$ cat src/dwl_pkg.sv
// shared types and constants for the dual white led fade mixer
// no dependencies; imported by dual_white_led_fade_mixer_top
package dwl_pkg;

  // input word: one command, shift start or refresh tick
  typedef struct packed {
    logic [1:0]  mode;
    logic [31:0] now_ms;
    logic [30:0] duration_ms;
    logic [7:0]  start_amp;
    logic [7:0]  end_amp;
    logic [7:0]  start_temp;
    logic [7:0]  end_temp;
  } in_word_t;

  // result word
  typedef struct packed {
    logic [7:0] warm_level;
    logic [7:0] cool_level;
    logic [7:0] amp_now;
    logic [7:0] temp_now;
    logic       fading;
    logic       drive_written;
  } out_word_t;

  // command codes
  localparam logic [1:0] MODE_SET     = 2'd0;
  localparam logic [1:0] MODE_SHIFT   = 2'd1;
  localparam logic [1:0] MODE_REFRESH = 2'd2;

  // arithmetic constants
  localparam int unsigned TIME_W     = 32;
  localparam int unsigned LEN_W      = 31;
  localparam int unsigned QUOT_W     = 10;
  localparam int unsigned PROD_W     = LEN_W + QUOT_W;
  localparam int unsigned CNT_W      = 4;
  localparam logic [QUOT_W-1:0] PROG_SCALE = QUOT_W'(1000);
  localparam logic [7:0]        LEVEL_MAX  = 8'd255;

  // operations of the shared multiply and divide unit
  localparam logic [2:0] OP_PROG = 3'd0;
  localparam logic [2:0] OP_AMP  = 3'd1;
  localparam logic [2:0] OP_TEMP = 3'd2;
  localparam logic [2:0] OP_WARM = 3'd3;
  localparam logic [2:0] OP_COOL = 3'd4;

  // sequencer states
  localparam logic [2:0] ST_IDLE = 3'd0;
  localparam logic [2:0] ST_MUL  = 3'd1;
  localparam logic [2:0] ST_DIV  = 3'd2;
  localparam logic [2:0] ST_NEXT = 3'd3;
  localparam logic [2:0] ST_OUT  = 3'd4;

endpackage

$ cat src/dual_white_led_fade_mixer_top.sv
// dual white led fade mixer: set points, linear shift and warm/cool levels
// one shared multiplier plus a 10-step restoring divider under a sequencer
// depends on dwl_pkg
//
// set, shift start, unused mode and non-interpolating refresh ticks run two divisions;
//   a refresh tick inside a running shift runs five divisions
// handshake: one word at a time; in_ready_o is low from accept until the
//   result is taken
// reset: asynchronous active low, clears all set points, shift state and control
module dual_white_led_fade_mixer_top (
  input  logic              clk_i,
  input  logic              rst_ni,
  input  logic              in_valid_i,
  output logic              in_ready_o,
  input  dwl_pkg::in_word_t in_word_i,
  output logic              out_valid_o,
  input  logic              out_ready_i,
  output dwl_pkg::out_word_t out_word_o
);
  import dwl_pkg::*;

  // sequencer and datapath registers
  logic [2:0]        state_q, state_d;
  logic [2:0]        op_q, op_d;
  logic [CNT_W-1:0]  cnt_q, cnt_d;
  logic [LEN_W-1:0]  rem_q, rem_d;
  logic [QUOT_W-1:0] quot_q, quot_d;
  logic [LEN_W-1:0]  div_q, div_d;
  logic [LEN_W-1:0]  elapsed_q, elapsed_d;
  logic [QUOT_W-1:0] progress_q, progress_d;
  logic [7:0]        lvl_a_q, lvl_a_d;
  logic [7:0]        lvl_t_q, lvl_t_d;
  logic [7:0]        warm_q, warm_d;
  logic [7:0]        cool_q, cool_d;
  logic              written_q, written_d;

  // shift state
  logic [TIME_W-1:0] begin_q, begin_d;
  logic [LEN_W-1:0]  length_q, length_d;
  logic [7:0]        org_amp_q, org_amp_d;
  logic [7:0]        tgt_amp_q, tgt_amp_d;
  logic [7:0]        org_temp_q, org_temp_d;
  logic [7:0]        tgt_temp_q, tgt_temp_d;
  logic [7:0]        amp_sp_q, amp_sp_d;
  logic [7:0]        temp_sp_q, temp_sp_d;
  logic              pending_q, pending_d;

  logic              in_fire;
  logic [TIME_W-1:0] elapsed;
  logic              in_motion;
  logic [LEN_W-1:0]  mul_a;
  logic [QUOT_W-1:0] mul_b;
  logic [PROD_W-1:0] prod;
  logic [LEN_W-1:0]  div_sel;
  logic [LEN_W:0]    shifted;
  logic [LEN_W+1:0]  trial;
  logic              amp_neg, temp_neg;
  logic [7:0]        amp_mag, temp_mag;
  logic [7:0]        amp_new, temp_new;

  assign in_ready_o  = (state_q == ST_IDLE);
  assign out_valid_o = (state_q == ST_OUT);
  assign in_fire     = in_valid_i && in_ready_o;

  // wrapping elapsed time and shift window test
  assign elapsed   = in_word_i.now_ms - begin_q;
  assign in_motion = pending_q && (elapsed < {1'b0, length_q});

  // signed spans of the two set points
  assign amp_neg  = tgt_amp_q < org_amp_q;
  assign temp_neg = tgt_temp_q < org_temp_q;
  assign amp_mag  = amp_neg ? (org_amp_q - tgt_amp_q) : (tgt_amp_q - org_amp_q);
  assign temp_mag = temp_neg ? (org_temp_q - tgt_temp_q) : (tgt_temp_q - org_temp_q);

  // truncate toward zero: apply quotient magnitude with the span's sign
  assign amp_new  = amp_neg ? (org_amp_q - quot_q[7:0]) : (org_amp_q + quot_q[7:0]);
  assign temp_new = temp_neg ? (org_temp_q - quot_q[7:0]) : (org_temp_q + quot_q[7:0]);

  // shared multiplier operand select
  always_comb begin
    mul_a   = '0;
    mul_b   = '0;
    div_sel = LEN_W'(LEVEL_MAX);
    unique case (op_q)
      OP_PROG: begin
        mul_a   = elapsed_q;
        mul_b   = PROG_SCALE;
        div_sel = length_q;
      end
      OP_AMP: begin
        mul_a   = LEN_W'(amp_mag);
        mul_b   = progress_q;
        div_sel = LEN_W'(PROG_SCALE);
      end
      OP_TEMP: begin
        mul_a   = LEN_W'(temp_mag);
        mul_b   = progress_q;
        div_sel = LEN_W'(PROG_SCALE);
      end
      OP_WARM: begin
        mul_a   = LEN_W'(lvl_a_q);
        mul_b   = QUOT_W'(lvl_t_q);
      end
      OP_COOL: begin
        mul_a   = LEN_W'(lvl_a_q);
        mul_b   = QUOT_W'(LEVEL_MAX - lvl_t_q);
      end
      default: begin
        mul_a   = '0;
        mul_b   = '0;
      end
    endcase
  end

  assign prod = PROD_W'(mul_a) * PROD_W'(mul_b);

  // one restoring divide step
  assign shifted = {rem_q, quot_q[QUOT_W-1]};
  assign trial   = {1'b0, shifted} - {2'b00, div_q};

  // sequencer and next state
  always_comb begin
    state_d    = state_q;
    op_d       = op_q;
    cnt_d      = cnt_q;
    rem_d      = rem_q;
    quot_d     = quot_q;
    div_d      = div_q;
    elapsed_d  = elapsed_q;
    progress_d = progress_q;
    lvl_a_d    = lvl_a_q;
    lvl_t_d    = lvl_t_q;
    warm_d     = warm_q;
    cool_d     = cool_q;
    written_d  = written_q;
    begin_d    = begin_q;
    length_d   = length_q;
    org_amp_d  = org_amp_q;
    tgt_amp_d  = tgt_amp_q;
    org_temp_d = org_temp_q;
    tgt_temp_d = tgt_temp_q;
    amp_sp_d   = amp_sp_q;
    temp_sp_d  = temp_sp_q;
    pending_d  = pending_q;
    unique case (state_q)
      ST_IDLE: begin
        if (in_fire) begin
          state_d = ST_MUL;
          op_d    = OP_WARM;
          lvl_a_d = amp_sp_q;
          lvl_t_d = temp_sp_q;
          unique case (in_word_i.mode)
            MODE_SET: begin
              amp_sp_d  = in_word_i.end_amp;
              temp_sp_d = in_word_i.end_temp;
              lvl_a_d   = in_word_i.end_amp;
              lvl_t_d   = in_word_i.end_temp;
              written_d = 1'b0;
            end
            MODE_SHIFT: begin
              begin_d    = in_word_i.now_ms;
              length_d   = in_word_i.duration_ms;
              org_amp_d  = in_word_i.start_amp;
              tgt_amp_d  = in_word_i.end_amp;
              org_temp_d = in_word_i.start_temp;
              tgt_temp_d = in_word_i.end_temp;
              pending_d  = 1'b1;
              lvl_a_d    = in_word_i.start_amp;
              lvl_t_d    = in_word_i.start_temp;
              written_d  = 1'b1;
            end
            MODE_REFRESH: begin
              written_d = 1'b1;
              if (in_motion) begin
                elapsed_d = elapsed[LEN_W-1:0];
                op_d      = OP_PROG;
              end else if (pending_q) begin
                // shift done: snap to targets
                amp_sp_d  = tgt_amp_q;
                temp_sp_d = tgt_temp_q;
                lvl_a_d   = tgt_amp_q;
                lvl_t_d   = tgt_temp_q;
                pending_d = 1'b0;
              end
            end
            default: begin
              written_d = 1'b0;
            end
          endcase
        end
      end
      ST_MUL: begin
        // load dividend high part as remainder, low part into quotient shifter
        rem_d   = prod[PROD_W-1:QUOT_W];
        quot_d  = prod[QUOT_W-1:0];
        div_d   = div_sel;
        cnt_d   = CNT_W'(QUOT_W - 1);
        state_d = ST_DIV;
      end
      ST_DIV: begin
        if (trial[LEN_W+1]) begin
          rem_d  = shifted[LEN_W-1:0];
          quot_d = {quot_q[QUOT_W-2:0], 1'b0};
        end else begin
          rem_d  = trial[LEN_W-1:0];
          quot_d = {quot_q[QUOT_W-2:0], 1'b1};
        end
        cnt_d = cnt_q - 1'b1;
        if (cnt_q == '0) begin
          state_d = ST_NEXT;
        end
      end
      ST_NEXT: begin
        state_d = ST_MUL;
        unique case (op_q)
          OP_PROG: begin
            progress_d = quot_q;
            op_d       = OP_AMP;
          end
          OP_AMP: begin
            amp_sp_d = amp_new;
            lvl_a_d  = amp_new;
            op_d     = OP_TEMP;
          end
          OP_TEMP: begin
            temp_sp_d = temp_new;
            lvl_t_d   = temp_new;
            op_d      = OP_WARM;
          end
          OP_WARM: begin
            warm_d = quot_q[7:0];
            op_d   = OP_COOL;
          end
          default: begin
            cool_d  = quot_q[7:0];
            state_d = ST_OUT;
          end
        endcase
      end
      ST_OUT: begin
        if (out_ready_i) begin
          state_d = ST_IDLE;
        end
      end
      default: begin
        state_d = ST_IDLE;
      end
    endcase
  end

  // control and set point registers
  always_ff @(posedge clk_i or negedge rst_ni) begin
    if (!rst_ni) begin
      state_q    <= ST_IDLE;
      op_q       <= OP_WARM;
      cnt_q      <= '0;
      written_q  <= 1'b0;
      begin_q    <= '0;
      length_q   <= '0;
      org_amp_q  <= '0;
      tgt_amp_q  <= '0;
      org_temp_q <= '0;
      tgt_temp_q <= '0;
      amp_sp_q   <= '0;
      temp_sp_q  <= '0;
      pending_q  <= 1'b0;
    end else begin
      state_q    <= state_d;
      op_q       <= op_d;
      cnt_q      <= cnt_d;
      written_q  <= written_d;
      begin_q    <= begin_d;
      length_q   <= length_d;
      org_amp_q  <= org_amp_d;
      tgt_amp_q  <= tgt_amp_d;
      org_temp_q <= org_temp_d;
      tgt_temp_q <= tgt_temp_d;
      amp_sp_q   <= amp_sp_d;
      temp_sp_q  <= temp_sp_d;
      pending_q  <= pending_d;
    end
  end

  // datapath registers
  always_ff @(posedge clk_i) begin
    rem_q      <= rem_d;
    quot_q     <= quot_d;
    div_q      <= div_d;
    elapsed_q  <= elapsed_d;
    progress_q <= progress_d;
    lvl_a_q    <= lvl_a_d;
    lvl_t_q    <= lvl_t_d;
    warm_q     <= warm_d;
    cool_q     <= cool_d;
  end

  // result word
  assign out_word_o.warm_level    = warm_q;
  assign out_word_o.cool_level    = cool_q;
  assign out_word_o.amp_now       = amp_sp_q;
  assign out_word_o.temp_now      = temp_sp_q;
  assign out_word_o.fading        = pending_q;
  assign out_word_o.drive_written = written_q;

  // checks
  a_one_side: assert property (@(posedge clk_i) disable iff (!rst_ni)
    out_valid_o |-> !in_ready_o)
    else $error("input ready while a result is held");

  a_accept_starts: assert property (@(posedge clk_i) disable iff (!rst_ni)
    in_fire |=> (state_q == ST_MUL))
    else $error("accepted word did not start the unit");

  a_rem_bound: assert property (@(posedge clk_i) disable iff (!rst_ni)
    (state_q == ST_DIV) |-> (rem_q < div_q))
    else $error("divider remainder not below divisor");

  a_div_done: assert property (@(posedge clk_i) disable iff (!rst_ni)
    ((state_q == ST_DIV) && (cnt_q == '0)) |=> (state_q == ST_NEXT))
    else $error("divider did not finish after its last step");

  a_fade_window: assert property (@(posedge clk_i) disable iff (!rst_ni)
    ((state_q == ST_NEXT) && (op_q == OP_PROG)) |-> (quot_q < PROG_SCALE))
    else $error("shift progress out of range");

endmodule

$ cat config.mk
export PLATFORM = sky130hd
export DESIGN_NAME = dual_white_led_fade_mixer_top
export DESIGN_NICKNAME = d
export VERILOG_FILES = /design/src/dwl_pkg.sv /design/src/dual_white_led_fade_mixer_top.sv
export SDC_FILE = /design/constraint.sdc
export NUM_CORES = 1
export LEC_CHECK = 0
export BUFFER_PORTS_ARGS = -buffer_cell sky130_fd_sc_hd__buf_4
export CAP_MARGIN = 20
export CORE_UTILIZATION = 45
export DETAILED_ROUTE_END_ITERATION = 8
export GPL_TIMING_DRIVEN = 1
export PLACE_DENSITY = 0.69
export SYNTH_ARGS = -nofsm -noshare
export SYNTH_HDL_FRONTEND = slang
export SYNTH_SLANG_ARGS = --single-unit
export TNS_END_PERCENT = 50
$ cat constraint.sdc
create_clock -name clk_i -period 14.1 [get_ports clk_i]
set_clock_uncertainty 0.2 [all_clocks]
set_input_delay 2.115 -clock clk_i [delete_from_list [all_inputs] [get_ports clk_i]]
set_output_delay 2.115 -clock clk_i [all_outputs]
set_load 0.01 [all_outputs]
* Word-level counts from Yosys, hierarchy flattened
Cells that the tools add are included.
** Operators by class
- Order comparisons :: 3
- Bitwise operators :: 1
- Equality and inequality tests :: 18
- Multipliers :: 1
- Reduce and logical (&&, ||, !) cells :: 26
- Add/sub/neg operators :: 12
- Muxes and demuxes :: 43
** Operator list (count)
- case mux 31 bit (2 select lines) :: 2
- case mux 31 bit (4 select lines) :: 1
- 2-to-1 mux 8 bit :: 14
- case mux 8 bit (2 select lines) :: 6
- case mux 8 bit (3 select lines) :: 2
- subtractor 8 bit :: 6
- multiplier 31 x 10 -> 41 bit :: 1
- case mux 10 bit (4 select lines) :: 1
- subtractor 32 x 31 -> 33 bit :: 1
- less-than comparator 32 x 31 -> 1 bit :: 1
- subtractor 32 bit :: 1
- 2-to-1 mux 31 bit :: 1
- case mux 10 bit (2 select lines) :: 1
- adder 8 bit :: 2
- less-than comparator 8 bit :: 2
- AND reduction 4 bit :: 4
- 2-to-1 mux 3 bit :: 5
- case mux 3 bit (5 select lines) :: 1
- AND reduction 3 bit :: 5
- == test 3 x 2 -> 1 bit (second input constant) :: 4
- case mux 3 bit (4 select lines) :: 1
- subtractor 8 x 8 -> 9 bit (first input constant) :: 1
- case mux 4 bit (2 select lines) :: 1
- AND reduction 2 bit :: 4
- 21 further kinds :: 36
** Word-level totals
- Input bits :: 101
- Register bits after elaboration :: 268

* Depth between registers and ports, before layout
Gate-level depths: netlist (run 1).
- Depth after elaboration :: 7
- Depth in mapped cells :: 37
- Depth with buffers taken out :: 35

* Worst setup path before layout (run 1)
No wires, ideal clock.
- Kind :: input port to flip-flop
- Start point :: input port in_word_i[63] (netlist bit)
- End point :: register elapsed_q[0] (enable)
- Setup time :: 0.515 ns
- Data arrival time :: 9.361 ns
- Stages :: 23
- Path buffers :: 0
- Path slack :: 4.024 ns
- Path through :: inv_1 ha_1 inv_1 fa_1 a211oi_1 o21ai_1 a211oi_1 a21oi_1 o41ai_2 inv_1 a21oi_1 o21bai_1 a21oi_1 xnor2_1 ha_1 a21o_1 a21o_1 a21oi_1 nand2_1 nand4_1 nor3_1 or4b_1 nor4b_1
** On the way
- Longest elaborated chain between the ends :: 4
** RTL lines
- from (decl) :: RTL line dual_white_led_fade_mixer_top.sv:15 : input dwl_pkg::in_word_t in_word_i,
- subtractor 32 bit :: RTL line dual_white_led_fade_mixer_top.sv:66 : assign elapsed = in_word_i.now_ms - begin_q;
- named net elapsed[24] :: RTL line dual_white_led_fade_mixer_top.sv:49 : logic [TIME_W-1:0] elapsed;
- less-than comparator 32 x 31 -> 1 bit :: RTL line dual_white_led_fade_mixer_top.sv:67 : assign in_motion = pending_q && (elapsed < {1'b0, length_q});
- logical AND 1 bit :: RTL line dual_white_led_fade_mixer_top.sv:67
- AND reduction 4 bit (no source line)
- to (signal assigned) :: RTL line dual_white_led_fade_mixer_top.sv:289 : elapsed_q <= elapsed_d;
- to (decl) :: RTL line dual_white_led_fade_mixer_top.sv:29 : logic [LEN_W-1:0] elapsed_q, elapsed_d;
The timed path passes the listed nets, and every way through them passes these cells.
A chain may end at the register's enable or synchronous reset.

* Worst setup path in the final report (run 1)
- Start point :: register tgt_amp_q[0]
- End point :: register rem_q[29], data pin
** On the way
- Longest elaborated chain between the ends :: 5
- Elaborated cells between the ends (all ways) :: 7
** RTL lines
- from (decl) :: RTL line dual_white_led_fade_mixer_top.sv:41 : logic [7:0] tgt_amp_q, tgt_amp_d;
- from (signal assigned) :: RTL line dual_white_led_fade_mixer_top.sv:275 : tgt_amp_q <= tgt_amp_d;
- subtractor 8 bit / less-than comparator 8 bit (equally long branches) :: RTL line dual_white_led_fade_mixer_top.sv:72, dual_white_led_fade_mixer_top.sv:70
- 2-to-1 mux 8 bit * :: RTL line dual_white_led_fade_mixer_top.sv:72 : assign amp_mag = amp_neg ? (org_amp_q - tgt_amp_q) : (tgt_amp_q - org_amp_q);
- case mux 31 bit (4 select lines) * :: RTL line dual_white_led_fade_mixer_top.sv:84 : unique case (op_q)
- multiplier 31 x 10 -> 41 bit * :: RTL line dual_white_led_fade_mixer_top.sv:115 : assign prod = PROD_W'(mul_a) * PROD_W'(mul_b);
- case mux 31 bit (2 select lines) * :: RTL line dual_white_led_fade_mixer_top.sv:145 : unique case (state_q)
- named net rem_d[29] :: RTL line dual_white_led_fade_mixer_top.sv:26 : logic [LEN_W-1:0] rem_q, rem_d;
- to (signal assigned) :: RTL line dual_white_led_fade_mixer_top.sv:286 : rem_q <= rem_d;
- to (decl) :: RTL line dual_white_led_fade_mixer_top.sv:26
Mark *: on every way through the listed nets, which the timed path passes. The rest lies on a longest branch.

==> results of run 1 <==
## layout make-up
type | instances | area [um2]
sequential | 268 | 7436
timing repair buffer | 156 | 1169
multi-input combinational | 2045 | 17570
fill | 5404 | 29090
clock inverter | 21 | 185.2
inverter | 478 | 1794
tap | 773 | 967.2
clock buffer | 33 | 803.3
## cells in the mapped netlist, types with 21 or more instances
cell type  instances  area share [%]
nor3_1            63             1.2
edfxtp_1         145              16
inv_1            477             6.7
nand3_1           29            0.54
xnor2_1           71             2.3
a211oi_1          25            0.70
ha_1             219              10
and2_1            45             1.0
nor2_1           163             2.3
dfrtp_1          121              11
a31oi_1           24            0.56
a221oi_1          21            0.68
o21ai_0          148             2.8
nand2b_1          40            0.93
mux2_2            99             4.1
fa_1             238              18
clkbuf_1          80             1.1
o21a_1            29            0.81
a21oi_1          176             3.3
xor2_1            42             1.4
nand2_1          146             2.0
a21o_1            60             1.7
mux2i_1           52             1.9
## sequential cells by signal, summed over array words and instances (netlist names), 10 cells and up
register and count:
quot_q 10, begin_q 32, div_q 31, length_q 31
elapsed_q 31, rem_q 31, progress_q 10
## kinds of logic (layout without fill, tap and decap cells)
group                    Yosys count  after routing  synth area share (%)
XOR/XNOR                         113            113                 3.684
flip-flops                       268            268                 27.67
adder cells (fa/ha/maj)          457            457                 27.93
AO/OA/AOI/OAI                    644            644                 15.60
buffers and inverters            584            688                 8.345
AND/OR/NAND/NOR                  587            587                 10.58
other                              2             92               0.02795
multiplexers                     152            152                 6.170
## layer usage
metal	wire (um)	part of all wire (%)	vias to the layer above	GRT usage, %
li1	-	-	9775	-
met1	32120	50	9707	33.38
met4	1316	2.0	0	5.138
met5	0	0	-	0
met3	3828	5.9	76	2.887
met2	27120	42	532	31.43
## per-stage QoR
stage	setup slack, ns	total power [uW]
2_1_floorplan	4.024	1644
3_3_place_gp	4.729	1877
3_5_place_dp	4.540	1887
4_1_cts	4.506	2684
5_1_grt	3.816	2849
6_report	4.378	2678
## where the power goes
group	switching (uW)	internal, uW	leakage [uW]
clock	355	437	0.000481
combinational	542	432	0.0106
sequential	29.8	883	0.00290
total	926	1750	0.0140
## how the worst max path moves through the flow
| stage | to | slack, ns | depth (start not counted) |
|---|---|---|---|
| floorplan | elapsed_q[0] | 4.02 | 23 |
| global placement | rem_q[29] | 4.73 | 35 |
| finish | rem_q[29] | 4.38 | 34 |
| global route | rem_q[29] | 3.82 | 35 |
| detailed placement | rem_q[29] | 4.54 | 34 |
| CTS | rem_q[29] | 4.51 | 34 |
## worst max-delay path: cells and delay by family, from the launching register on
kind | cells | cell delay, ns
AOI/OAI and AO/OA | 15 | 3.74
adders and majority gates | 8 | 3.54
xor gates and xnor gates | 1 | 0.17
DFF | 1 | 0.42
muxes | 1 | 0.36
and+or+nand+nor | 2 | 0.38
buffers and inverters | 7 | 0.58
==> run metrics, run 1 <==
number of cells on the worst hold path 1; RR Startpoint tgt_amp_q[0]; drt first pass iters 8; Critical Path RT ~14 ns; setup violators final 0; grt ovf 0; largest net degree at the start of global routing 69; iteration-0 DRC count of the detailed router about 1300; io pins roughly 140; CP max FO 18; Buffers on Ports between 100 and 150; first-pass GRT wire length about 100000 um; clk slew on worst S/H paths ~0.070 ns; postcts setup bufs 0; core area 59020 um2; Hold Slack roughly 0.30 ns; CTS tree yes; Post-CTS Hold Buffers 0; minimum clock period a little under 10 ns; hold worst-path end cnt_q[3]; Longest Clk Path Bufs 3; fin area 29930 um2; clock sink count about 270; Core Util, Final between 50 and 60%; layout cell share with drive strength beyond 1 12.36%; syn_area_per_cell 9.572 um2; Die Y ~250 um; ANT nets after route 0; Arr. time, crit path about 10 ns; # DRC 0; ys flop type edfxtp_1; Antenna Diode Count 0; worst r2r dst rem_q[29]; Vias/cell around 5.3; Final HPWL DP between 50000 and 60000 um; Least-Margin Pin Slew around 1.1 ns; cell count after synthesis roughly 2800; IR drop worst, VDD about 100 uV; post-synth design cell area 26870 um2; die area approximately 60000 um2; placement row count ~90; drt total wl around 64000 um; Ys Warns 0; sum of negative setup slack 0 ns; Skew-Pair Late Insertion Delay 0.60 ns; Avg WL per Cell approximately 17 um; H-tree depth 1; unrepaired setup endpoints after global routing false; register area share after synthesis 27.67%; Root Buffer clkbuf_16; critical path startpoint tgt_amp_q[0]; Hold Path Origin cnt_q[3]; most frequent cells in the layout 476 x inv_1, 238 x fa_1, 219 x ha_1; critical path launch point type flop; CP Class reg -> reg; fmax 102.9 MHz; Inserted Clock Buffers 29; initial cell density of the core approximately 46%; post-route insts no fill between 3000 and 4000; total vias in the final route around 20000; vias in the first global route around 20000; Synth cell types 88; status complete, no violations; placed insts between 3000 and 4000; placed cell area 28940 um2; Max-slew headroom between 20 and 30%; Hold Crit Class reg -> reg; Total GRT Usage a little over a fifth; Power Dens Cells slightly below 90 nW/um2; area growth from synthesis to layout 11.38%; most common cell after layout, fill and taps aside inv_1; CP endpoint kind flop; Final Hold Fails 0; EDFF count, synth 145; Slowest-stage cell, CP a221oi_2; Reg2Reg Depth 34; final max-slew violation count 0; Max-Cap Viols 0; die width approximately 250 um; Leak ~0.014 uW; Post-synth ARST share between 40% and 50%; reg2reg setup slack about 4.4 ns; Final Cycle Share slightly below 70%; Nets 3536; # resized after CTS 0; synthesis-stage register bit count ~270; initial antenna violation count 0; max incr delay on CP approximately 0.6 ns; routability cong. between 0.9 and 1
(Power assumes the default switching activity.)
==> run 2: changes to the inputs <==
--- a/config.mk
+++ b/config.mk
@@ -10,7 +10,7 @@
 export CORE_UTILIZATION = 45
 export DETAILED_ROUTE_END_ITERATION = 8
 export GPL_TIMING_DRIVEN = 1
-export PLACE_DENSITY = 0.69
+export PLACE_DENSITY = 0.71
 export SYNTH_ARGS = -nofsm -noshare
 export SYNTH_HDL_FRONTEND = slang
 export SYNTH_SLANG_ARGS = --single-unit
==> constraint.sdc (replaced) <==
create_clock -name clk_i -period 7.81 [get_ports clk_i]
set_clock_uncertainty 0.2 [all_clocks]
set_input_delay 1.1715 -clock clk_i [delete_from_list [all_inputs] [get_ports clk_i]]
set_output_delay 1.1715 -clock clk_i [all_outputs]
set_load 0.01 [all_outputs]
==> run 2 against run 1 <==
Net effect: worst hold slack better by 0.0014 ns; flip-flop and latch count unchanged; clock-buffer cell count up 4; non-clock buffer count up 213; register-to-register slack worse by 4.9 ns; global-route usage up 1.3 points; setup slack worse by 4.9 ns; via count up 5.7%; the flow now finishes with violations (negative setup slack); die area unchanged; utilization up 4.2 points; largest cell class unchanged.
==> run metrics, run 2 (synthesis results as in run 1) <==
critical path launch point type flop; RR Startpoint tgt_amp_q[0]; io pins 137; initial cell density of the core 45.52%; Total GRT Usage between 20% and 30%; reg2reg setup slack -0.51 ns; Core Util, Final approximately 55%; ANT nets after route 0; die width ~250 um; hold worst-path end written_q; iteration-0 DRC count of the detailed router 1563; Skew-Pair Late Insertion Delay between 0.5 and 0.6 ns; Seq. cell area approximately 7400 um2; pre-CTS setup slack -1.142 ns; initial antenna violation count 0; most frequent cells in the layout 456 x inv_1, 347 x buf_4, 228 x fa_1; Arr. time, crit path 8.43 ns; Reg with most FFs begin_q; Avg WL per Cell ~17 um; Die Y 246.4 um; Final HPWL DP around 54000 um; critical path startpoint tgt_amp_q[0]; Hold Path Origin written_q; grt ovf 0; Hold Slack slightly below 0.3 ns; failing checks negative setup slack; vias in the first global route between 20000 and 25000; Slowest-stage cell, CP fa_2; most used cell, CP fa_1; setup violators final 24; die area between 60000 and 70000 um2; unrepaired setup endpoints after global routing true; total vias in the final route 21233; area growth from synthesis to layout 20.68%; IR drop worst, VDD ~170 uV; number of cells on the worst hold path 2; Antenna Diode Count 0; Max-Cap Viols 0; minimum clock period 8.322 ns; placement row count 89; Final WS setup -0.5123 ns; first-pass GRT wire length 110900 um; Leak between 0.015 and 0.02 uW; Vias/cell around 5.3; routability cong. ~0.94; Buffers on Ports ~140; CP Class reg -> reg; Max-slew headroom 28.15%; Power Dens Cells 165.1 nW/um2; Hold Crit Class reg -> reg; sum of negative setup slack -6.034 ns; Nets between 3000 and 4000; Largest register FFs 32; CP endpoint kind flop; core area roughly 60000 um2; layout cell share with drive strength beyond 1 roughly 22%; Reg2Reg Depth 34; footprint of the multi-input gates between 15000 and 20000 um2; drt total wl between 60000 and 70000 um; Longest Clk Path Bufs 3; FILL cells 5100; Inserted Clock Buffers 29; largest net degree at the start of global routing 77; CP max FO 7; Root Buffer clkbuf_16; Final Hold Fails 0; # DRC 0; most common cell after layout, fill and taps aside inv_1; worst r2r dst rem_q[29]; clock sink count 268; Least-Margin Pin Slew roughly 1.1 ns; final max-slew violation count 0; max incr delay on CP ~0.6 ns; status finished with violations; CTS tree yes; clk slew on worst S/H paths ~0.060 ns; H-tree depth 1; Critical Path RT about 7.9 ns; fmax roughly 120 MHz; Final Cycle Share 106.6%; drt first pass iters 5
[run 2: how the worst max path moves through the flow]
stage | to | slack, ns | cells past startpoint
2_1_floorplan | rem_q[29] | -0.70 | 34
4_1_cts | rem_q[29] | -0.35 | 37
5_1_grt | rem_q[29] | -0.77 | 38
3_3_place_gp | rem_q[29] | -0.93 | 36
3_5_place_dp | rem_q[29] | -1.14 | 36
6_report | rem_q[29] | -0.51 | 34
[run 2: metrics by stage]
step | area, um2 | instances | power, uW
floorplan | 27210 | 2897 | 2968
global placement | 30310 | 3898 | 3604
detailed placement | 30310 | 3898 | 3638
CTS | 32050 | 3976 | 5179
global route | 32420 | 3986 | 5668
finish | 32420 | 3986 | 5353
[run 2: final cells by class]
class                      count  area share [%]
sequential                   268           22.93
multi-input combinational   2045           56.87
inverter                     478           5.533
clock inverter                16          0.3550
clock buffer                  37           2.489
timing repair buffer         369           8.833
tap                          773           2.983
[run 2: repair_timing]
| item | 4_1_cts | 5_1_grt |
|---|---|---|
| endpoints found under the setup margin | 31 | 30 |
| gates cloned | 1 | 0 |
| gates resized for setup | 145 | 59 |
| endpoints found under the hold margin | 0 | 0 |
| hold buffers | 0 | 0 |
| setup buffers | 25 | 11 |
| pin swaps | 113 | 40 |
[run 2: power by group]
group          switching [uW]  internal (uW)  leakage, uW  total [uW]
Combinational            1210           1140       0.0118        2340
Sequential               48.6           1590      0.00290        1640
Clock                     604            761     0.000447        1370
[run 2: layer usage]
metal / wire, um / track usage [%] / vias up
li1: - / - / 10178
met1: 32770 / 33.70 / 10281
met2: 31140 / 35.62 / 672
met3: 4227 / 2.756 / 102
met4: 1453 / 5.410 / 0
met5: 0 / 0 / -
[run 2: critical path, delay by kind of cell (launching register included)]
family                     cells  cell delay, ns
adders and majority gates      8            3.43
buffers and inverters          8            0.86
muxes                          2            0.52
and+or+nand+nor                4            0.66
AOI/OAI and AO/OA             12            2.00
DFF                            1            0.38
